## config.mk

```make
export PLATFORM = sky130hd
export DESIGN_NAME = cau_queue
export DESIGN_NICKNAME = d
export VERILOG_FILES = /design/src/sv/cau_queue.sv
export SDC_FILE = /design/constraint.sdc
export NUM_CORES = 1
export LEC_CHECK = 0
export ABC_AREA = 1
export BUFFER_PORTS_ARGS = -buffer_cell sky130_fd_sc_hd__buf_4
export CAP_MARGIN = 30
export CELL_PAD_IN_SITES_DETAIL_PLACEMENT = 1
export CELL_PAD_IN_SITES_GLOBAL_PLACEMENT = 1
export CORE_MARGIN = 2
export CORE_UTILIZATION = 28
export DETAILED_ROUTE_END_ITERATION = 7
export PLACE_DENSITY_LB_ADDON = 0.15
export SLEW_MARGIN = 20
export SYNTH_ARGS = -nofsm -noshare
export SYNTH_HDL_FRONTEND = slang
export SYNTH_SLANG_ARGS = --single-unit
```

## constraint.sdc

```tcl
create_clock -name clk_i -period 1.7 [get_ports clk_i]
set_input_delay 0.34 -clock clk_i [delete_from_list [all_inputs] [get_ports clk_i]]
set_output_delay 0.34 -clock clk_i [all_outputs]
set_load 0.02 [all_outputs]
```

## src/sv/cau_queue.sv

```systemverilog
`timescale 1ns / 1ps
`default_nettype none
// ----------------------------------------------------------------------------
// cau_queue: short queue between front and back
// Register-based FIFO; push and pop may happen in the same cycle.
// ----------------------------------------------------------------------------
module cau_queue #(
  parameter int DATA_W = 8,
  parameter int DEPTH  = 2
) (
  input  logic              clk_i,
  input  logic              rst_ni,
  input  logic              push_valid_i,
  output logic              push_ready_o,
  input  logic [DATA_W-1:0] push_data_i,
  output logic              pop_valid_o,
  input  logic              pop_ready_i,
  output logic [DATA_W-1:0] pop_data_o
);
  localparam int PW = (DEPTH > 1) ? $clog2(DEPTH) : 1;
  localparam int CW = $clog2(DEPTH + 1);

  logic [DATA_W-1:0] mem_q [DEPTH];
  logic [PW-1:0]     wr_ptr_q, wr_ptr_d, rd_ptr_q, rd_ptr_d;
  logic [CW-1:0]     cnt_q, cnt_d;
  logic              push, pop;

  assign push_ready_o = (cnt_q != CW'(DEPTH));
  assign pop_valid_o  = (cnt_q != '0);
  assign push         = push_valid_i && push_ready_o;
  assign pop          = pop_valid_o && pop_ready_i;
  assign pop_data_o   = mem_q[rd_ptr_q];

  // pointer and fill count update
  always_comb begin
    wr_ptr_d = wr_ptr_q;
    rd_ptr_d = rd_ptr_q;
    cnt_d    = cnt_q;
    if (push) wr_ptr_d = (wr_ptr_q == PW'(DEPTH - 1)) ? '0 : wr_ptr_q + 1'b1;
    if (pop)  rd_ptr_d = (rd_ptr_q == PW'(DEPTH - 1)) ? '0 : rd_ptr_q + 1'b1;
    if (push && !pop) cnt_d = cnt_q + 1'b1;
    else if (pop && !push) cnt_d = cnt_q - 1'b1;
  end

  always_ff @(posedge clk_i or negedge rst_ni) begin
    if (!rst_ni) begin
      wr_ptr_q <= '0;
      rd_ptr_q <= '0;
      cnt_q    <= '0;
    end else begin
      wr_ptr_q <= wr_ptr_d;
      rd_ptr_q <= rd_ptr_d;
      cnt_q    <= cnt_d;
    end
  end

  // storage
  always_ff @(posedge clk_i) begin
    if (push) mem_q[wr_ptr_q] <= push_data_i;
  end

  ap_cnt_range: assert property (@(posedge clk_i) disable iff (!rst_ni)
    cnt_q <= CW'(DEPTH))
    else $error("queue fill count beyond depth");

endmodule
`default_nettype wire

```

# Word-level counts from Yosys, hierarchy flattened
# Memories as Yosys holds them, arrays and structs flattened.
# Index checks and enable logic that the tools add are counted.
# word_totals
regBits,4
ramBits,16
output_inout_bits,10
memories,1
# memory_table
memory,depth,width,read_ports,rd_ports_with_merged_regs,write_ports,line,source
mem_q,2,8,1,0,1,23,logic [DATA_W-1:0] mem_q [DEPTH];
# op_classes
n_addsub,4
eq_ne,1
muxes,6
reduce_logical,8
# op_table
operator,count
logical AND 1 bit,4
two-way mux 1 bit,4
two-way mux 2 bit,2
nonzero test 2 bit,2
adder 1 bit (second input constant),2
adder 2 x 1 -> 2 bit (second input constant),1
logical NOT 1 bit,2
inequality test 2 bit (second input constant),1
subtractor 2 x 1 -> 2 bit (second input constant),1

# Depth between registers and ports, before layout
# depth
ltp_word,6
depth_mapped,10
depth_no_buf,10

# Worst setup path before layout
# Ideal clock, no wire load.
# synth_path
path_type,register to register
start,register cnt_q[0]
end,"memory mem_q[0][0], enable pin"
arrival_time_ns,0.982
path_slack_ns,0.348
path_stages_with_launch,5
n_path_buf,0
synth_period_minus_slack_ns,1.352
path_cell_list,dfrtp_1 > inv_2 > nand2_4 > nand2_4 > nor2_1
# synth_between
elab_chain_len,4
# synth_rtl
item,line,source
from (decl),25,"logic [CW-1:0] cnt_q, cnt_d;"
from (signal assigned),53,cnt_q <= cnt_d;
inequality test 2 bit,28,assign push_ready_o = (cnt_q != CW'(DEPTH));
net push_ready_o,14,"output logic push_ready_o,"
logical AND 1 bit,30,assign push = push_valid_i && push_ready_o;
two-way mux 1 bit,59,if (push) mem_q[wr_ptr_q] <= push_data_i;
two-way mux 1 bit (not written as such),59,
to (decl),23,
# The timed path passes the listed nets, and every way through them passes these cells.

# Final worst setup path
# layout_path
start,register rd_ptr_q
end,output port pop_data_o[0]
# layout_between
elab_chain_len,1
# layout_rtl
item,line,source
from (decl),24,"logic [PW-1:0] wr_ptr_q, wr_ptr_d, rd_ptr_q, rd_ptr_d;"
from (signal assigned),52,rd_ptr_q <= rd_ptr_d;
memory read (2 x 8 bit),--,
to (decl),18,output logic [DATA_W-1:0] pop_data_o
# No other way between the ends.

==> out/results.ini <==
[layout]
multi_input_area_um2 = 209
area_growth_pct = 33.1
n_fill_cell = 315
seq_area_um2 = 582
final_layout_size_suffix_gt1_share_pct = 37.8
fin_util_pct = 39.6
final_nets = 112
diodes = 0

[routing]
viasPerCell = 4.14
vias = 534
drc_errors = 0
drt-pass1-iter-count = 4
wl_per_cell_um = 11.3
drtAntennaViolNets = 0
first_iter_violations = 12
wirelength_mm = 1.46

[sta]
hold_violations = 0
layout_min_cycle_time_ps = 1540
clock_skew_ps = 1.23
relSlewSlack_pct = 85.4
fin_tns_setup_ps = 0
slew_violations = 0
finalSetupViolations = 0
fmax_mhz = 648
setup_slack_ps = 156
period_share_pct = 90.8
rsz0062_at_grt = false
worst_pin_slew_ps = 220

[critical_path]
slowest_stage = dfrtp_2
path_cells = inv_4 -> nand2_1 -> nand2_1 -> buf_4
arrival_ps = 1200
cp_max_fo = 10
startpoint_type = flip-flop
cp-end-kind = primary output
crit_required_ps = 1360
cp_top_family = flip-flops
path_buf_inv = 2
critical_path.max_stage_delay_ps = 510
crit_type = flip-flop to primary output
crit_top_cell = nand2_1

[global_route]
antenna_found_initial = 0
grt_pass1_wl_mm = 2.56
grt_pass1_vias = 566
track_usage_pct = 10.4
grt_overflow = 0
grt_max_degree = 13

[yosys]
synth_seq_cells = 20
synth.distinct_cells = 14
synth_top_area_share_pct = 58.1
synth_area_um2 = 827
synth_area_leader_cell = edfxtp_1
synthArstFlopShare_pct = 20.0
ys_warn_count = 0
synth_enable_flop_cells = 16
synth_nets = 83
ys.flop_type = edfxtp_1
synthTopCellsByArea = edfxtp_1 58%, nand2_1 14%, dfrtp_1 12%
syn_inst = 70
seq_area_frac_synth_pct = 70.2
synth_most_common_cell = nand2_1
netlist_top_cells_count = 30 x nand2_1, 16 x edfxtp_1, 4 x dfrtp_1, 4 x inv_1, 3 x inv_2
avgSynthCellArea_um2 = 11.8

[clock_tree]
path_clk_slew_ps = 110
h-tree-depth = 1
postCtsSetupBuffers = 0
cts_buffer_depth = 2
numCtsBuffers = 3
cts_tree = done
cts_root_buffer = clkbuf_4
insertion_delay_ps = 290
cts_sinks = 20

[place]
post-place-ws_ps = 297
dp_hpwl_mm = 1.16
gp_congestion = 0.721
port_buffers = 21

[floorplan]
die_area_mm2 = 0.00340
row_count = 19
die_w_um = 58.4
core_area_mm2 = 0.00278
die_y_um = 58.4
start_util_pct = 29.7
io_pins = 22

[status]
outcome = completed

[power]
power_density_mw_per_mm2 = 1810
ir_worst_vdd_v = 0.000784
p_leak_nw = 0.508
p_total_mw = 2.00

[min_path]
hold_class = input port to flip-flop

[flow_run]
cap_violations = 0

==> sequential cells by signal (all words and copies together), names as in the netlist <==
| register | count |
|---|---|
| rd_ptr_q | 1 |
| mem_q | 16 |
| wr_ptr_q | 1 |
| cnt_q | 2 |
==> final timing paths <==
check | startpoint | end | slack [ps] | cells after the start
min in group asynchronous | rst_ni | rd_ptr_q$_DFFE_PN0P_ | 380 | 2
min reg2reg | cnt_q[0]$_DFFE_PN0P_ | cnt_q[0]$_DFFE_PN0P_ | 530 | 1
max in group asynchronous | rst_ni | rd_ptr_q$_DFFE_PN0P_ | 1210 | 2
max | rd_ptr_q$_DFFE_PN0P_ | pop_data_o[0] | 160 | 4
max reg2reg | cnt_q[0]$_DFFE_PN0P_ | cnt_q[1]$_DFFE_PN0P_ | 340 | 9
min | push_data_i[1] | mem_q[1][1]$_DFFE_PP_ | 220 | 1
==> placed cells by master (no fill, tap or decap) <==
cell type,Yosys,final
nand2_1,30,30
buf_4,0,24
edfxtp_1,16,16
inv_1,4,4
clkbuf_4,0,3
dfrtp_1,4,3
inv_2,3,2
nand2_2,2,2
nand2_4,2,2
nor2_1,2,2
nand3_1,2,2
inv_4,0,1
xor2_2,1,1
nand4_1,1,1
xnor2_1,1,1
ha_1,1,1
bufinv_16,0,1
dlygate4sd3_1,0,1
dfrtp_2,0,1
==> metal layers <==
metal  part of all wire (%)  track usage [%]  up-vias
met5                      0                0        -
met4                    1.0             4.98        0
met3                    5.1             2.64        2
met2                     50             16.1       12
met1                     44             13.8      239
li1                       -                -      281
==> final cells by class <==
type / count / area share [%]
timing repair buffer: 25 / 17.3
multi-input combinational: 42 / 19.0
tap: 31 / 3.52
clock buffer: 3 / 2.05
sequential: 20 / 52.8
clock inverter: 1 / 2.73
inverter: 7 / 2.61
==> what timing repair did <==
action	4_1_cts	5_1_grt
setup endpoints to repair	8	1
hold endpoints to repair	4	0
cloned	0	0
hold buffers	1	0
resized for setup	1	1
==> cell families (layout without fill, tap and decap cells) <==
group	Yosys count	after routing	synth area share [%]
flops	20	20	70.2
xor+xnor	2	2	3.03
simple gates	39	39	20.7
fa+ha+maj	1	1	1.51
buf+inv	8	36	4.54
==> per-stage QoR <==
step	instances	area, um^2	hold WS [ps]
floorplan	70	827	44.4
global placement	124	1030	144
detailed placement	124	1030	142
CTS	129	1100	211
global route	129	1100	193
finish	129	1100	223
==> power breakdown <==
group,switching [mW],internal (mW)
Clock,0.140,0.238
Combinational,0.496,0.342
Sequential,0.0958,0.684
Total,0.732,1.26
(Power assumes the default switching activity.)
