==> src/sv/cau_pkg.sv <==
`timescale 1ns / 1ps
`default_nettype none
// ----------------------------------------------------------------------------
// cau_pkg: shared types and codes of the complex arithmetic unit
// Operation classes, mode codes, status codes and the back-end state type.
// ----------------------------------------------------------------------------
package cau_pkg;

  // operation class decided by the front end
  typedef enum logic [2:0] {
    OP_ADD,
    OP_SUB,
    OP_MUL,
    OP_DIV,
    OP_DIVZ,
    OP_CMP,
    OP_NONE
  } op_e;

  // mode codes on the input channel
  localparam logic [3:0] MODE_ADD = 4'd0;
  localparam logic [3:0] MODE_SUB = 4'd1;
  localparam logic [3:0] MODE_MUL = 4'd2;
  localparam logic [3:0] MODE_DIV = 4'd3;
  localparam logic [3:0] MODE_EQ  = 4'd4;
  localparam logic [3:0] MODE_NE  = 4'd5;
  localparam logic [3:0] MODE_LE  = 4'd6;
  localparam logic [3:0] MODE_GE  = 4'd7;
  localparam logic [3:0] MODE_LT  = 4'd8;
  localparam logic [3:0] MODE_GT  = 4'd9;

  // result status codes
  localparam logic [1:0] ST_OK   = 2'd0;
  localparam logic [1:0] ST_DIVZ = 2'd1;
  localparam logic [1:0] ST_OVF  = 2'd2;

  // depth of the queue between front and back
  localparam int QUEUE_DEPTH = 2;

  // back-end sequencer states
  typedef enum logic [2:0] {
    BK_IDLE,
    BK_MUL,
    BK_DSET,
    BK_DRUN,
    BK_DFIN
  } bk_state_e;

endpackage
`default_nettype wire

==> src/sv/cau_if.sv <==
`timescale 1ns / 1ps
`default_nettype none
// ----------------------------------------------------------------------------
// cau_if: channel interfaces of the complex arithmetic unit
// Operand channel and result channel, valid/ready with payload.
// ----------------------------------------------------------------------------
interface cau_in_if #(parameter int WORD_WIDTH = 32) ();
  logic                         valid;
  logic                         ready;
  logic [3:0]                   mode;
  logic signed [WORD_WIDTH-1:0] a_re;
  logic signed [WORD_WIDTH-1:0] a_im;
  logic signed [WORD_WIDTH-1:0] b_re;
  logic signed [WORD_WIDTH-1:0] b_im;

  modport source (output valid, mode, a_re, a_im, b_re, b_im, input ready);
  modport sink   (input valid, mode, a_re, a_im, b_re, b_im, output ready);
endinterface

`default_nettype wire

==> src/sv/cau_front.sv <==
`timescale 1ns / 1ps
`default_nettype none
// ----------------------------------------------------------------------------
// cau_front: operand intake and classification
// Takes operand transfers, decodes the mode into an operation class (flagging
// a zero divisor up front) and pushes the item into the queue.
// ----------------------------------------------------------------------------
module cau_front #(
  parameter int WORD_WIDTH = 32,
  parameter int ITEM_W     = 3 + 4 + 4 * 32
) (
  cau_in_if.sink              in_i,
  output logic                push_valid_o,
  input  logic                push_ready_i,
  output logic [ITEM_W-1:0]   push_data_o
);
  import cau_pkg::*;

  typedef struct packed {
    op_e                          op;
    logic [3:0]                   mode;
    logic signed [WORD_WIDTH-1:0] a_re;
    logic signed [WORD_WIDTH-1:0] a_im;
    logic signed [WORD_WIDTH-1:0] b_re;
    logic signed [WORD_WIDTH-1:0] b_im;
  } item_t;

  item_t item;
  op_e   op;
  logic  b_zero;

  // zero divisor is caught here so the back end never starts a division on it
  assign b_zero = (in_i.b_re == '0) && (in_i.b_im == '0);

  // mode decode
  always_comb begin
    case (in_i.mode)
      MODE_ADD: op = OP_ADD;
      MODE_SUB: op = OP_SUB;
      MODE_MUL: op = OP_MUL;
      MODE_DIV: op = b_zero ? OP_DIVZ : OP_DIV;
      default: begin
        if (in_i.mode inside {[MODE_EQ:MODE_GT]}) op = OP_CMP;
        else op = OP_NONE;
      end
    endcase
  end

  always_comb begin
    item.op   = op;
    item.mode = in_i.mode;
    item.a_re = in_i.a_re;
    item.a_im = in_i.a_im;
    item.b_re = in_i.b_re;
    item.b_im = in_i.b_im;
  end

  assign push_data_o  = ITEM_W'(item);
  assign push_valid_o = in_i.valid;
  assign in_i.ready   = push_ready_i;

endmodule
`default_nettype wire

==> src/flat_wrapper.sv <==
// flat-port wrapper written by rule: the top's interface ports become plain ports
module cau_front_flat import cau_pkg::*;
#(
  parameter int WORD_WIDTH = 32,
  parameter int ITEM_W     = 3 + 4 + 4 * 32
)
  (push_valid_o, push_ready_i, push_data_o, in_i_valid, in_i_mode, in_i_a_re, in_i_a_im, in_i_b_re, in_i_b_im, in_i_ready);
  cau_in_if #(.WORD_WIDTH(WORD_WIDTH)) in_i_i ();
  output logic push_valid_o;
  input  logic push_ready_i;
  output logic [ITEM_W-1:0] push_data_o;
  input wire logic [$bits(in_i_i.valid)-1:0] in_i_valid;
  input wire logic [$bits(in_i_i.mode)-1:0] in_i_mode;
  input wire logic [$bits(in_i_i.a_re)-1:0] in_i_a_re;
  input wire logic [$bits(in_i_i.a_im)-1:0] in_i_a_im;
  input wire logic [$bits(in_i_i.b_re)-1:0] in_i_b_re;
  input wire logic [$bits(in_i_i.b_im)-1:0] in_i_b_im;
  output wire logic [$bits(in_i_i.ready)-1:0] in_i_ready;
  assign in_i_i.valid = in_i_valid;
  assign in_i_i.mode = in_i_mode;
  assign in_i_i.a_re = in_i_a_re;
  assign in_i_i.a_im = in_i_a_im;
  assign in_i_i.b_re = in_i_b_re;
  assign in_i_i.b_im = in_i_b_im;
  assign in_i_ready = in_i_i.ready;
  cau_front #(.WORD_WIDTH(WORD_WIDTH), .ITEM_W(ITEM_W)) u_core (.in_i(in_i_i), .push_valid_o(push_valid_o), .push_ready_i(push_ready_i), .push_data_o(push_data_o));
endmodule
==> config.mk <==
export PLATFORM = sky130hd
export DESIGN_NAME = cau_front_flat
export DESIGN_NICKNAME = d
export VERILOG_FILES = /design/src/sv/cau_pkg.sv /design/src/sv/cau_if.sv /design/src/sv/cau_front.sv /design/src/flat_wrapper.sv
export SDC_FILE = /design/constraint.sdc
export NUM_CORES = 1
export LEC_CHECK = 0
export ABC_AREA = 1
export BUFFER_PORTS_ARGS = -buffer_cell sky130_fd_sc_hd__buf_2
export CORE_AREA = 4 4 104 106
export DETAILED_ROUTE_END_ITERATION = 16
export DIE_AREA = 0 0 108 110
export PLACE_DENSITY = 0.56
export SLEW_MARGIN = 20
export SYNTH_ARGS = -nofsm -noshare
export SYNTH_HDL_FRONTEND = slang
export SYNTH_SLANG_ARGS = --single-unit
==> constraint.sdc <==
create_clock -name vclk -period 1
set_input_delay 0.2 -clock vclk [all_inputs]
set_output_delay 0.2 -clock vclk [all_outputs]
set_load 0.005 [all_outputs]
=== Word-level counts from Yosys, hierarchy flattened ===
Cells that the tools add are included.

* Register bits: 0
* Bits of input ports: 134
* Output and inout bits: 137
* Word-level logic and storage cells: 13

* $lt $le $gt $ge: 2
* Equal/unequal tests: 3
* Muxes and demuxes: 3
* Reductions and logical operators: 5

{| class="wikitable"
|+ Operators by type and width
! cell !! count
|-
| 32-bit zero test || 2
|-
| 3-bit case mux with 4 select lines || 1
|-
| 4-bit by 2-bit == test with 1-bit output (second input constant) || 2
|-
| 4-bit by 1-bit == test with 1-bit output (second input constant) || 1
|-
| 4-bit by 3-bit >= comparator with 1-bit output (second input constant) || 1
|-
| 4-bit <= comparator (second input constant) || 1
|-
| 4-bit zero test || 1
|-
| 3-bit two-way mux || 1
|-
| 1-bit logical AND || 2
|-
| 2-bit two-way mux || 1
|}

=== Depth between registers and ports, before layout ===
Gate-level depths: netlist (run 1).

* Depth in word-level cells: 4
* Gate-level depth with buffers: 8

=== Worst setup path after synthesis (run 1) ===
OpenSTA, ideal clock, no wires.

* Path type: input -> output
* Start: input port in_i_b_re[1]
* End: output port push_data_o[133]
* Arrival: 779 ps
* Required time: 800 ps
* Path slack: 21 ps
* Stages on the path: 8
* Cells stage by stage: nor2_1 nand2_1 nor2_1 nand2_1 nor2_2 nand3_1 nand2_1 inv_1

* Word-level cells in the longest chain between the ends: 4

{| class="wikitable"
|+ Ends and longest elaborated chain
! item !! RTL line !! source
|-
| start: declaration || flat_wrapper.sv:16 || <nowiki>input wire logic [$bits(in_i_i.b_re)-1:0] in_i_b_re;</nowiki>
|-
| 32-bit zero test || cau_front.sv:33 || <nowiki>assign b_zero = (in_i.b_re == '0) && (in_i.b_im == '0);</nowiki>
|-
| 1-bit logical AND || cau_front.sv:33 ||
|-
| 3-bit two-way mux || cau_front.sv:41 || <nowiki>MODE_DIV: op = b_zero ? OP_DIVZ : OP_DIV;</nowiki>
|-
| 3-bit case mux with 4 select lines || cau_front.sv:37 || <nowiki>case (in_i.mode)</nowiki>
|-
| end: declaration || flat_wrapper.sv:11 || <nowiki>output logic [ITEM_W-1:0] push_data_o;</nowiki>
|}

Every way passes these cells.

=== Worst setup path after layout (run 1) ===
* Start: input port in_i_b_re[31]
* End: output port push_data_o[133]

The elaborated chain is that of the path after synthesis.

==> report_table.html, run 1 <==
<table>
<tr><th>Metric</th><th>Value</th></tr>
<tr><th colspan="2">Floorplanning</th></tr>
<tr><td>Core ar.</td><td>9774 um^2</td></tr>
<tr><td>Standard-cell rows</td><td>36</td></tr>
<tr><td>Die outline height</td><td>110 um</td></tr>
<tr><td>Area of the die</td><td>11880 um^2</td></tr>
<tr><td>Io pins</td><td>271</td></tr>
<tr><td>Chip Width</td><td>108 um</td></tr>
<tr><td>Initial standard-cell utilization of the core</td><td>a little over an eighth</td></tr>
<tr><th colspan="2">Pwr</th></tr>
<tr><td>Power Total</td><td>0.5154 mW</td></tr>
<tr><td>Power per standard cell area</td><td>approximately 350 nW/um^2</td></tr>
<tr><td>Leak pwr</td><td>between 0.7 and 0.8 nW</td></tr>
<tr><td>Worst vdd ir</td><td>between 0.00007 and 0.00008 V</td></tr>
<tr><th colspan="2">Critical path</th></tr>
<tr><td>Largest stage delay on the critical path</td><td>roughly 140 ps</td></tr>
<tr><td>Cell class contributing the biggest share of worst-path delay</td><td>simple AND/OR/NAND/NOR gates</td></tr>
<tr><td>Critical path arrival</td><td>1110 ps</td></tr>
<tr><td>Startpoint-to-endpoint class of the critical path</td><td>in -&gt; out</td></tr>
<tr><td>Critical path, cell by cell</td><td>buf_6, nor2_4, nand2_2, nor2_4, nand2_2, nor2_4, nand3_2, nand2_2, inv_2, buf_6</td></tr>
<tr><td>Endpoint class of the critical path</td><td>primary output</td></tr>
<tr><td>Critical Path Fanout Max</td><td>3</td></tr>
<tr><td>Critical path data required time</td><td>800 ps</td></tr>
<tr><td>Start point of the critical path</td><td>in_i_b_re[31]</td></tr>
<tr><td>WP buf/inv</td><td>3</td></tr>
<tr><td>Setup crit start kind</td><td>input port</td></tr>
<tr><td>Capture point of the worst path</td><td>push_data_o[133]</td></tr>
<tr><td>Stages on the worst setup path</td><td>10</td></tr>
<tr><td>Max stage delay cell, worst path</td><td>sky130_fd_sc_hd__nor2_4</td></tr>
<tr><th colspan="2">GRT</th></tr>
<tr><td>Pin count of the biggest net entering global routing</td><td>4</td></tr>
<tr><td>GRT Util Overall</td><td>5.001%</td></tr>
<tr><td>Wire length of the first global-routing pass</td><td>4.712 mm</td></tr>
<tr><td>Grt total ovfl</td><td>0</td></tr>
<tr><td>Initial antenna violation count</td><td>0</td></tr>
<tr><td>Vias in the first global route</td><td>958</td></tr>
<tr><th colspan="2">STA</th></tr>
<tr><td>Post-route worst setup slack</td><td>-313.0 ps</td></tr>
<tr><td>Final setup violation count</td><td>3</td></tr>
<tr><td>Worst rel slew slack</td><td>89.79%</td></tr>
<tr><td>Worst Hold Margin</td><td>400.0 ps</td></tr>
<tr><td>Share of the clock period used by the worst path after layout</td><td>131.3%</td></tr>
<tr><td>Setup repair after global routing missed its margin</td><td>true</td></tr>
<tr><td>Transition at the pin with the smallest max-transition slack</td><td>152.0 ps</td></tr>
<tr><td>Post-layout minimum cycle time</td><td>1313 ps</td></tr>
<tr><td>Slew Limit Fails</td><td>0</td></tr>
<tr><td>Upper clock frequency limit</td><td>761.6 MHz</td></tr>
<tr><td>Final hold viol count</td><td>0</td></tr>
<tr><th colspan="2">Yosys</th></tr>
<tr><td>Netlist area before placement</td><td>1318 um^2</td></tr>
<tr><td>Portion of synthesized cell area occupied by the leading cell type</td><td>76.35%</td></tr>
<tr><td>Cells after Synth</td><td>214</td></tr>
<tr><td>Most repeated cell in the gate-level netlist after synthesis</td><td>sky130_fd_sc_hd__buf_4</td></tr>
<tr><td>Sequential fraction of the synthesis area</td><td>0%</td></tr>
<tr><td>Biggest area consumer among synthesized cells</td><td>sky130_fd_sc_hd__buf_4</td></tr>
<tr><td>Syn avg cell area</td><td>6.157 um^2</td></tr>
<tr><td>Count of synthesis-stage warnings from yosys</td><td>0</td></tr>
<tr><td>Unique masters post-synth</td><td>9</td></tr>
<tr><td>Most instantiated cells after synthesis</td><td>sky130_fd_sc_hd__buf_4 (134), sky130_fd_sc_hd__nor2_1 (43), sky130_fd_sc_hd__nand2_1 (25), sky130_fd_sc_hd__inv_1 (5)</td></tr>
<tr><td>Post-synthesis net count</td><td>approximately 350</td></tr>
<tr><td>Top cells by area, synth</td><td>sky130_fd_sc_hd__buf_4 (76%), sky130_fd_sc_hd__nor2_1 (12%), sky130_fd_sc_hd__nand2_1 (7.1%), sky130_fd_sc_hd__inv_1 (1.4%), sky130_fd_sc_hd__nor2_2 (0.95%)</td></tr>
<tr><th colspan="2">Clocking</th></tr>
<tr><td>Number of buffers added to fix hold violations after cts</td><td>0</td></tr>
<tr><td>Post-CTS setup-driven buffer insertion count</td><td>0</td></tr>
<tr><th colspan="2">Cells and area</th></tr>
<tr><td>Multi-input logic area</td><td>395.4 um^2</td></tr>
<tr><td>Total Nets Final</td><td>365</td></tr>
<tr><td>Register Area</td><td>0 um^2</td></tr>
<tr><td>Clock tree buffer count of the final layout</td><td>0</td></tr>
<tr><td>Layout cells sized above 1</td><td>76.86%</td></tr>
<tr><td>Ant diodes</td><td>0</td></tr>
<tr><td>Count of fill cells added during filler insertion</td><td>1159</td></tr>
<tr><td>Area Overhead vs Synth</td><td>13.01%</td></tr>
<tr><td>Layout Cell Area excl Fill</td><td>1489 um^2</td></tr>
<tr><td>Flip-flop and latch count</td><td>0</td></tr>
<tr><th colspan="2">Placement</th></tr>
<tr><td>I/O Buffers</td><td>139</td></tr>
<tr><td>Final RePlAce weighted congestion</td><td>0.6406</td></tr>
<tr><td>Worst setup slack after placement</td><td>-572.8 ps</td></tr>
<tr><td>Placed instance area</td><td>around 1300 um^2</td></tr>
<tr><td>Sum of net half-perimeters after detailed placement</td><td>3.635 mm</td></tr>
<tr><th colspan="2">Detailed routing</th></tr>
<tr><td>Total number of vias</td><td>1123</td></tr>
<tr><td>Average wire per cell in the routed design</td><td>11.27 um</td></tr>
<tr><td>Pre-antenna DRT Iters</td><td>4</td></tr>
<tr><td>DRC violation count after routing</td><td>0</td></tr>
<tr><td>Detailed router's first-iteration violation count</td><td>32</td></tr>
<tr><td>Post-DR vias/cell</td><td>approximately 3.1</td></tr>
<tr><td>Routed wire length</td><td>just over 4 mm</td></tr>
<tr><td>Remaining antenna violation count</td><td>0</td></tr>
<tr><th colspan="2">Outcome</th></tr>
<tr><td>Run status</td><td>complete, but fails checks</td></tr>
<tr><td>Failing checks</td><td>negative setup slack</td></tr>
<tr><th colspan="2">Flow run</th></tr>
<tr><td>Number of maximum-capacitance violations</td><td>0</td></tr>
<tr><th colspan="2">Hold path</th></tr>
<tr><td>Min-delay worst type</td><td>in -&gt; out</td></tr>
<tr><td>Hold depth</td><td>0</td></tr>
</table>
[kinds of logic (layout without fill, tap and decap cells)]
logic type | count (synthesis) | count (layout) | synth area share [%]
buf+inv | 139 | 154 | 77.78
simple gates | 73 | 73 | 21.46
compound gates | 2 | 2 | 0.7590
[power by group]
group | switching, mW | internal, mW
registers | 0 | 0
clock network | 0 | 0
logic | 0.210 | 0.306
total | 0.210 | 0.306
[per-layer routing]
layer	global-route usage, %	wire length (um)	part of all wire, %	up-vias
met5	0	0	0	-
li1	-	-	-	541
met2	10.83	2236	55	116
met3	2.912	785	19	16
met1	3.571	990	24	450
met4	1.082	66	1.6	0
[cell type report]
cell class / instances / area share, %
Inverter: 5 / 1.261
Multi-Input combinational cell: 75 / 26.55
Tap cell: 133 / 11.18
Timing Repair Buffer: 149 / 61.01
[layout by cell type, fill, tap and decap left out]
cell	n
sky130_fd_sc_hd__nor3_1	1
sky130_fd_sc_hd__nand3_1	1
sky130_fd_sc_hd__buf_4	10
sky130_fd_sc_hd__nor2_4	8
sky130_fd_sc_hd__nand2_1	19
sky130_fd_sc_hd__nand2_2	6
sky130_fd_sc_hd__a21oi_1	1
sky130_fd_sc_hd__buf_2	117
sky130_fd_sc_hd__nand3_2	1
sky130_fd_sc_hd__inv_1	4
sky130_fd_sc_hd__inv_2	1
sky130_fd_sc_hd__nor2_1	26
sky130_fd_sc_hd__nor2_2	11
sky130_fd_sc_hd__o21ai_0	1
sky130_fd_sc_hd__buf_6	22
[repair_timing]
action	in CTS	in global routing
pin swaps	23	21
gates resized for setup	29	26
endpoints found under the setup margin	3	3
[per-stage QoR]
step	utilization [%]	setup TNS [ps]	instances
floorplan	-	0	214
global placement	12.85	-1588	363
detailed placement	12.85	-1509	363
CTS	14.04	-972.4	362
global route	15.23	-1292	362
finish	15.23	-856.8	362
[worst min path at each step]
stage                        to  slack (ps)    startpoint
4_1_cts        push_data_o[100]         400  in_i_a_re[4]
6_report       push_data_o[101]         400  in_i_a_re[5]
2_1_floorplan        in_i_ready         480  push_ready_i
5_1_grt        push_data_o[101]         400  in_i_a_re[5]
3_3_place_gp   push_data_o[100]         400  in_i_a_re[4]
3_5_place_dp   push_data_o[100]         400  in_i_a_re[4]
Power figures use the tool's default switching activity.
==> run 2, diff against run 1 <==
--- a/config.mk
+++ b/config.mk
@@ -10,7 +10,7 @@
 export CORE_AREA = 4 4 104 106
 export DETAILED_ROUTE_END_ITERATION = 16
 export DIE_AREA = 0 0 108 110
-export PLACE_DENSITY = 0.56
+export PLACE_DENSITY = 0.58
 export SLEW_MARGIN = 20
 export SYNTH_ARGS = -nofsm -noshare
 export SYNTH_HDL_FRONTEND = slang
==> constraint.sdc (replaced) <==
create_clock -name vclk -period 1.2
set_input_delay 0.24 -clock vclk [all_inputs]
set_output_delay 0.24 -clock vclk [all_outputs]
set_load 0.005 [all_outputs]
==> run 2 against run 1 <==
Against the previous run: the run still ends with negative setup slack left; combinational power down 19%; power down 19%; worst setup slack better by 82 ps; global-route usage up 0.65 points.
==> report_table.html, run 2 (synthesized netlist as in run 1, its figures left out) <==
<table>
<tr><th>Metric</th><th>Value</th></tr>
<tr><th colspan="2">Floorplanning</th></tr>
<tr><td>Area of the die</td><td>11880 um^2 (unchanged)</td></tr>
<tr><td>Die outline height</td><td>110 um (unchanged)</td></tr>
<tr><td>Standard-cell rows</td><td>36 (unchanged)</td></tr>
<tr><td>Chip Width</td><td>108 um (unchanged)</td></tr>
<tr><td>Initial standard-cell utilization of the core</td><td>13.48% (unchanged)</td></tr>
<tr><td>Io pins</td><td>271 (unchanged)</td></tr>
<tr><td>Core ar.</td><td>9774 um^2 (unchanged)</td></tr>
<tr><th colspan="2">GRT</th></tr>
<tr><td>Wire length of the first global-routing pass</td><td>5.175 mm (+9.8%)</td></tr>
<tr><td>Vias in the first global route</td><td>1010 (+5.4%)</td></tr>
<tr><td>Pin count of the biggest net entering global routing</td><td>4 (unchanged)</td></tr>
<tr><td>GRT Util Overall</td><td>5.651% (+0.65 points)</td></tr>
<tr><td>Initial antenna violation count</td><td>0 (unchanged)</td></tr>
<tr><td>Grt total ovfl</td><td>0 (unchanged)</td></tr>
<tr><th colspan="2">Cells and area</th></tr>
<tr><td>Layout cells sized above 1</td><td>75.54% (-1.3 points)</td></tr>
<tr><td>Commonest cells after routing, fill and taps aside</td><td>sky130_fd_sc_hd__buf_2 (126), sky130_fd_sc_hd__nor2_1 (29), sky130_fd_sc_hd__nand2_1 (20)</td></tr>
<tr><td>Flip-flop and latch count</td><td>0 (unchanged)</td></tr>
<tr><td>Total Nets Final</td><td>369 (+1.1%)</td></tr>
<tr><td>Ant diodes</td><td>0 (unchanged)</td></tr>
<tr><td>Register Area</td><td>0 um^2 (unchanged)</td></tr>
<tr><td>Multi-input logic area</td><td>385.4 um^2 (-2.5%)</td></tr>
<tr><td>Area Overhead vs Synth</td><td>10.54%</td></tr>
<tr><td>Most frequent standard cell in the layout excluding fill and tap cells</td><td>sky130_fd_sc_hd__buf_2</td></tr>
<tr><td>Layout Cell Area excl Fill</td><td>1456 um^2 (-2.2%)</td></tr>
<tr><td>Clock tree buffer count of the final layout</td><td>0 (unchanged)</td></tr>
<tr><td>Count of placed standard cells in the final layout, fillers left out</td><td>366 (+1.1%)</td></tr>
<tr><td>Count of fill cells added during filler insertion</td><td>1147 (-1.0%)</td></tr>
<tr><th colspan="2">Placement</th></tr>
<tr><td>Post-placement cell count</td><td>365 (+0.55%)</td></tr>
<tr><td>I/O Buffers</td><td>139 (unchanged)</td></tr>
<tr><td>Placed instance area</td><td>1271 um^2 (+1.2%)</td></tr>
<tr><td>Worst setup slack after placement</td><td>-600.9 ps (-28.09 ps)</td></tr>
<tr><td>Final RePlAce weighted congestion</td><td>0.5995 (-6.4%)</td></tr>
<tr><td>Sum of net half-perimeters after detailed placement</td><td>3.953 mm (+8.7%)</td></tr>
<tr><th colspan="2">Critical path</th></tr>
<tr><td>Critical path, cell by cell</td><td>buf_2, nor2_1, nand2_1, nor2_2, nand2_2, nor2_4, nand3_2, nand2_2, inv_2, buf_6</td></tr>
<tr><td>Critical path data required time</td><td>960 ps (+160 ps)</td></tr>
<tr><td>Critical Path Fanout Max</td><td>3 (unchanged)</td></tr>
<tr><td>Critical path arrival</td><td>1190 ps (+80 ps)</td></tr>
<tr><td>Setup crit start kind</td><td>input port</td></tr>
<tr><td>Most common cell type on the critical path</td><td>sky130_fd_sc_hd__nand2_2</td></tr>
<tr><td>Max stage delay cell, worst path</td><td>sky130_fd_sc_hd__nor2_2</td></tr>
<tr><td>Endpoint class of the critical path</td><td>primary output</td></tr>
<tr><td>Startpoint-to-endpoint class of the critical path</td><td>in -&gt; out</td></tr>
<tr><td>Largest stage delay on the critical path</td><td>140 ps (about the same)</td></tr>
<tr><th colspan="2">STA</th></tr>
<tr><td>Post-route worst setup slack</td><td>-230.9 ps (+82.13 ps)</td></tr>
<tr><td>Upper clock frequency limit</td><td>698.9 MHz</td></tr>
<tr><td>Slew Limit Fails</td><td>0 (unchanged)</td></tr>
<tr><td>Setup repair after global routing missed its margin</td><td>true</td></tr>
<tr><td>Post-layout minimum cycle time</td><td>1431 ps</td></tr>
<tr><td>Final setup violation count</td><td>3 (unchanged)</td></tr>
<tr><td>Setup TNS</td><td>-595.9 ps (+260.9 ps)</td></tr>
<tr><td>Worst Hold Margin</td><td>480.0 ps (+80.00 ps)</td></tr>
<tr><td>Transition at the pin with the smallest max-transition slack</td><td>176.2 ps (+24.20 ps)</td></tr>
<tr><td>Share of the clock period used by the worst path after layout</td><td>119.2%</td></tr>
<tr><td>Worst rel slew slack</td><td>88.16% (-1.6 points)</td></tr>
<tr><td>Final hold viol count</td><td>0 (unchanged)</td></tr>
<tr><th colspan="2">Detailed routing</th></tr>
<tr><td>Average wire per cell in the routed design</td><td>11.68 um (+3.6%)</td></tr>
<tr><td>Total number of vias</td><td>1147 (+2.1%)</td></tr>
<tr><td>DRC violation count after routing</td><td>0 (unchanged)</td></tr>
<tr><td>Pre-antenna DRT Iters</td><td>2 (-2)</td></tr>
<tr><td>Routed wire length</td><td>4.274 mm (+4.8%)</td></tr>
<tr><td>Remaining antenna violation count</td><td>0 (unchanged)</td></tr>
<tr><td>Post-DR vias/cell</td><td>3.134 (+1.0%)</td></tr>
<tr><td>Detailed router's first-iteration violation count</td><td>30 (-6.3%)</td></tr>
<tr><th colspan="2">Outcome</th></tr>
<tr><td>Run status</td><td>complete, but fails checks</td></tr>
<tr><td>Failing checks</td><td>negative setup slack</td></tr>
<tr><th colspan="2">Clocking</th></tr>
<tr><td>Number of buffers added to fix hold violations after cts</td><td>0 (unchanged)</td></tr>
<tr><th colspan="2">Pwr</th></tr>
<tr><td>Leak pwr</td><td>0.7725 nW (+0.13%)</td></tr>
<tr><td>Power per standard cell area</td><td>287.8 nW/um^2 (-17%)</td></tr>
<tr><td>Worst vdd ir</td><td>0.0001163 V (+51%)</td></tr>
<tr><th colspan="2">Flow run</th></tr>
<tr><td>Number of maximum-capacitance violations</td><td>0 (unchanged)</td></tr>
<tr><th colspan="2">Hold path</th></tr>
<tr><td>Min-delay worst type</td><td>in -&gt; out</td></tr>
</table>
-- run 2: final timing paths --
path,slack [ps],depth (start not counted),startpoint,to
max,-230,10,in_i_b_re[9],push_data_o[133]
min,480,0,in_i_a_re[29],push_data_o[125]
-- run 2: per-layer routing --
layer / track usage (%) / share of wire (%) / vias up
met3: 2.330 / 18 / 24
li1: - / - / 548
met5: 0 / 0 / -
met4: 3.427 / 5.3 / 0
met2: 11.68 / 54 / 110
met1: 4.202 / 23 / 465
-- run 2: what timing repair did --
item	4_1_cts	5_1_grt
resized for setup	14	31
setup endpoints to repair	3	3
buffers inserted	0	1
pin swaps	8	23
-- run 2: cell type report --
class | instances | area share, %
Multi-Input combinational cell | 75 | 26.46
Inverter | 5 | 1.289
Timing Repair Buffer | 153 | 60.82
Tap cell | 133 | 11.43
-- run 2: stage by stage --
stage          util [%]  power [mW]
6_report          14.90      0.4192
4_1_cts           13.57      0.3808
3_3_place_gp      13.01      0.3686
3_5_place_dp      13.01      0.3689
2_1_floorplan         -      0.4075
5_1_grt           14.90      0.4668
-- run 2: critical path: cells and delay by family --
| family | cells | cell delay (ps) |
|---|---|---|
| simple gates | 7 | 710 |
| buf+inv | 3 | 240 |
-- run 2: report_power, final --
| group | switching, mW | internal (mW) | total, mW |
|---|---|---|---|
| clock | 0 | 0 | 0 |
| sequential | 0 | 0 | 0 |
| combinational | 0.174 | 0.245 | 0.419 |
==> run 3, diff against run 2 <==
--- a/config.mk
+++ b/config.mk
@@ -7,6 +7,7 @@
 export LEC_CHECK = 0
 export ABC_AREA = 1
 export BUFFER_PORTS_ARGS = -buffer_cell sky130_fd_sc_hd__buf_2
+export CAP_MARGIN = 20
 export CORE_AREA = 4 4 104 106
 export DETAILED_ROUTE_END_ITERATION = 16
 export DIE_AREA = 0 0 108 110
==> constraint.sdc (replaced) <==
create_clock -name vclk -period 1.2
set_input_delay 0.12 -clock vclk [all_inputs]
set_output_delay 0.12 -clock vclk [all_outputs]
set_load 0.005 [all_outputs]
==> run 3 against run 2 <==
Against the previous run: the run now ends clean; non-clock buffer count shrank 5; first-iteration DRC count shrank 20%; via count fell by 1.7%; power shrank 3.8%; combinational power fell by 4%; count of clock-buffer cells in the layout unchanged; core utilization decreased by 0.36 points; global-route usage down 0.23 points; final cell count shrank 1.4%; flip-flop and latch count unchanged; critical endpoint unchanged.
==> report_table.html, run 3 (synthesized netlist as in run 1, its figures left out) <==
<table>
<tr><th>Metric</th><th>Value</th></tr>
<tr><th colspan="2">Critical path</th></tr>
<tr><td>Startpoint-to-endpoint class of the critical path</td><td>in -&gt; out</td></tr>
<tr><td>Critical path data required time</td><td>1080 ps (+120 ps)</td></tr>
<tr><td>Critical Path Fanout Max</td><td>3 (unchanged)</td></tr>
<tr><td>Endpoint class of the critical path</td><td>primary output</td></tr>
<tr><td>Critical path arrival</td><td>1060 ps (-130 ps)</td></tr>
<tr><td>Setup crit start kind</td><td>input port</td></tr>
<tr><th colspan="2">Cells and area</th></tr>
<tr><td>Register Area</td><td>0 um^2 (unchanged)</td></tr>
<tr><td>Layout cells sized above 1</td><td>74.56% (-0.98 points)</td></tr>
<tr><td>Most frequent standard cell in the layout excluding fill and tap cells</td><td>sky130_fd_sc_hd__buf_2</td></tr>
<tr><td>Ant diodes</td><td>0 (unchanged)</td></tr>
<tr><td>Area Overhead vs Synth</td><td>7.882%</td></tr>
<tr><td>Fraction of the core area covered by cells at the end of the flow</td><td>14.54% (-0.36 points)</td></tr>
<tr><td>Clock tree buffer count of the final layout</td><td>0 (unchanged)</td></tr>
<tr><td>Flip-flop and latch count</td><td>0 (unchanged)</td></tr>
<tr><td>Commonest cells after routing, fill and taps aside</td><td>sky130_fd_sc_hd__buf_2 (125), sky130_fd_sc_hd__nor2_1 (29), sky130_fd_sc_hd__nand2_1 (20)</td></tr>
<tr><td>Total Nets Final</td><td>364 (-1.4%)</td></tr>
<tr><th colspan="2">Placement</th></tr>
<tr><td>I/O Buffers</td><td>139 (unchanged)</td></tr>
<tr><td>Final RePlAce weighted congestion</td><td>0.5990 (about the same)</td></tr>
<tr><td>Sum of net half-perimeters after detailed placement</td><td>3.905 mm (-1.2%)</td></tr>
<tr><th colspan="2">Pwr</th></tr>
<tr><td>Worst vdd ir</td><td>0.0001301 V (+12%)</td></tr>
<tr><td>Leak pwr</td><td>0.7655 nW (-0.90%)</td></tr>
<tr><td>Power per standard cell area</td><td>283.6 nW/um^2 (-1.5%)</td></tr>
<tr><th colspan="2">Floorplanning</th></tr>
<tr><td>Core ar.</td><td>9774 um^2 (unchanged)</td></tr>
<tr><td>Area of the die</td><td>11880 um^2 (unchanged)</td></tr>
<tr><td>Initial standard-cell utilization of the core</td><td>13.48% (unchanged)</td></tr>
<tr><td>Die outline height</td><td>110 um (unchanged)</td></tr>
<tr><td>Io pins</td><td>271 (unchanged)</td></tr>
<tr><td>Standard-cell rows</td><td>36 (unchanged)</td></tr>
<tr><td>Chip Width</td><td>108 um (unchanged)</td></tr>
<tr><th colspan="2">Detailed routing</th></tr>
<tr><td>DRC violation count after routing</td><td>0 (unchanged)</td></tr>
<tr><td>Total number of vias</td><td>1127 (-1.7%)</td></tr>
<tr><td>Detailed router's first-iteration violation count</td><td>24 (-20%)</td></tr>
<tr><td>Pre-antenna DRT Iters</td><td>3 (+1)</td></tr>
<tr><td>Routed wire length</td><td>4.144 mm (-3.0%)</td></tr>
<tr><td>Remaining antenna violation count</td><td>0 (unchanged)</td></tr>
<tr><td>Post-DR vias/cell</td><td>3.122 (-0.38%)</td></tr>
<tr><td>Average wire per cell in the routed design</td><td>11.48 um (-1.7%)</td></tr>
<tr><th colspan="2">STA</th></tr>
<tr><td>Setup TNS</td><td>0 ps (+595.9 ps)</td></tr>
<tr><td>Final hold viol count</td><td>0 (unchanged)</td></tr>
<tr><td>Slew Limit Fails</td><td>0 (unchanged)</td></tr>
<tr><td>Upper clock frequency limit</td><td>849.3 MHz (+22%)</td></tr>
<tr><td>Worst rel slew slack</td><td>89.11% (+0.95 points)</td></tr>
<tr><td>Setup repair after global routing missed its margin</td><td>true</td></tr>
<tr><td>Share of the clock period used by the worst path after layout</td><td>98.12% (-21 points)</td></tr>
<tr><td>Transition at the pin with the smallest max-transition slack</td><td>163.3 ps (-12.84 ps)</td></tr>
<tr><td>Post-layout minimum cycle time</td><td>1177 ps (-253.4 ps)</td></tr>
<tr><td>Final setup violation count</td><td>0 (-3)</td></tr>
<tr><th colspan="2">GRT</th></tr>
<tr><td>Wire length of the first global-routing pass</td><td>5.009 mm (-3.2%)</td></tr>
<tr><td>Vias in the first global route</td><td>992 (-1.8%)</td></tr>
<tr><td>Initial antenna violation count</td><td>0 (unchanged)</td></tr>
<tr><td>Grt total ovfl</td><td>0 (unchanged)</td></tr>
<tr><td>Pin count of the biggest net entering global routing</td><td>4 (unchanged)</td></tr>
<tr><td>GRT Util Overall</td><td>5.418% (-0.23 points)</td></tr>
<tr><th colspan="2">Clocking</th></tr>
<tr><td>Number of buffers added to fix hold violations after cts</td><td>0 (unchanged)</td></tr>
<tr><th colspan="2">Flow run</th></tr>
<tr><td>Number of maximum-capacitance violations</td><td>0 (unchanged)</td></tr>
<tr><th colspan="2">Hold path</th></tr>
<tr><td>Min-delay worst type</td><td>in -&gt; out</td></tr>
<tr><th colspan="2">Outcome</th></tr>
<tr><td>Run status</td><td>complete, no violations</td></tr>
</table>
run 3: changes by cell type in the layout (fill, tap and decap cells not counted), sizes merged:
| cell | delta |
|---|---|
| buf | -5 |
run 3: final timing paths:
check	from	end	slack, ps	depth (start not counted)
worst max-delay path	in_i_b_re[16]	push_data_o[133]	20	10
worst min-delay path	in_i_a_re[29]	push_data_o[125]	240	0
run 3: layout make-up:
cell class | instances | area (um^2)
Inverter | 5 | 18.77
Multi-Input combinational cell | 75 | 385.4
Tap cell | 133 | 166.4
Timing Repair Buffer | 148 | 850.8
Fill cell | 1144 | 8353
run 3: worst max-delay path, stage by stage:
cell	delay, ps
sky130_fd_sc_hd__buf_6	100
sky130_fd_sc_hd__nor2_4	90
sky130_fd_sc_hd__nand2_2	70
sky130_fd_sc_hd__nor2_4	150
sky130_fd_sc_hd__nand2_4	70
sky130_fd_sc_hd__nor2_4	140
sky130_fd_sc_hd__nand3_2	90
sky130_fd_sc_hd__nand2_2	80
sky130_fd_sc_hd__inv_1	40
sky130_fd_sc_hd__buf_2	120
run 3: per-stage QoR:
stage,power [mW],std cells,instance area (um^2),setup WS [ps],hold slack [ps]
after detailed placement,0.3582,361,1241,-341.3,240.0
after floorplan,0.4075,214,1318,381.4,320.8
final,0.4030,361,1421,22.53,240.0
after global placement,0.3590,361,1241,-341.5,240.0
after CTS,0.3745,361,1311,-44.33,240.0
after global routing,0.4458,361,1421,-95.14,240.0
run 3: routing by layer:
metal	up-vias	track usage [%]	routed length, um
li1	540	-	-
met1	453	3.817	969
met2	110	11.41	2225
met3	24	2.213	722
met4	0	3.427	227
met5	-	0	0
run 3: power by group:
| group | switching (mW) | internal [mW] |
|---|---|---|
| clock | 0 | 0 |
| combinational | 0.169 | 0.234 |
| sequential | 0 | 0 |
run 3: repair_timing:
item | in CTS | in global routing
resized for setup | 17 | 26
pin swaps | 10 | 25
endpoints found under the setup margin | 3 | 3
buffers inserted | 0 | 0
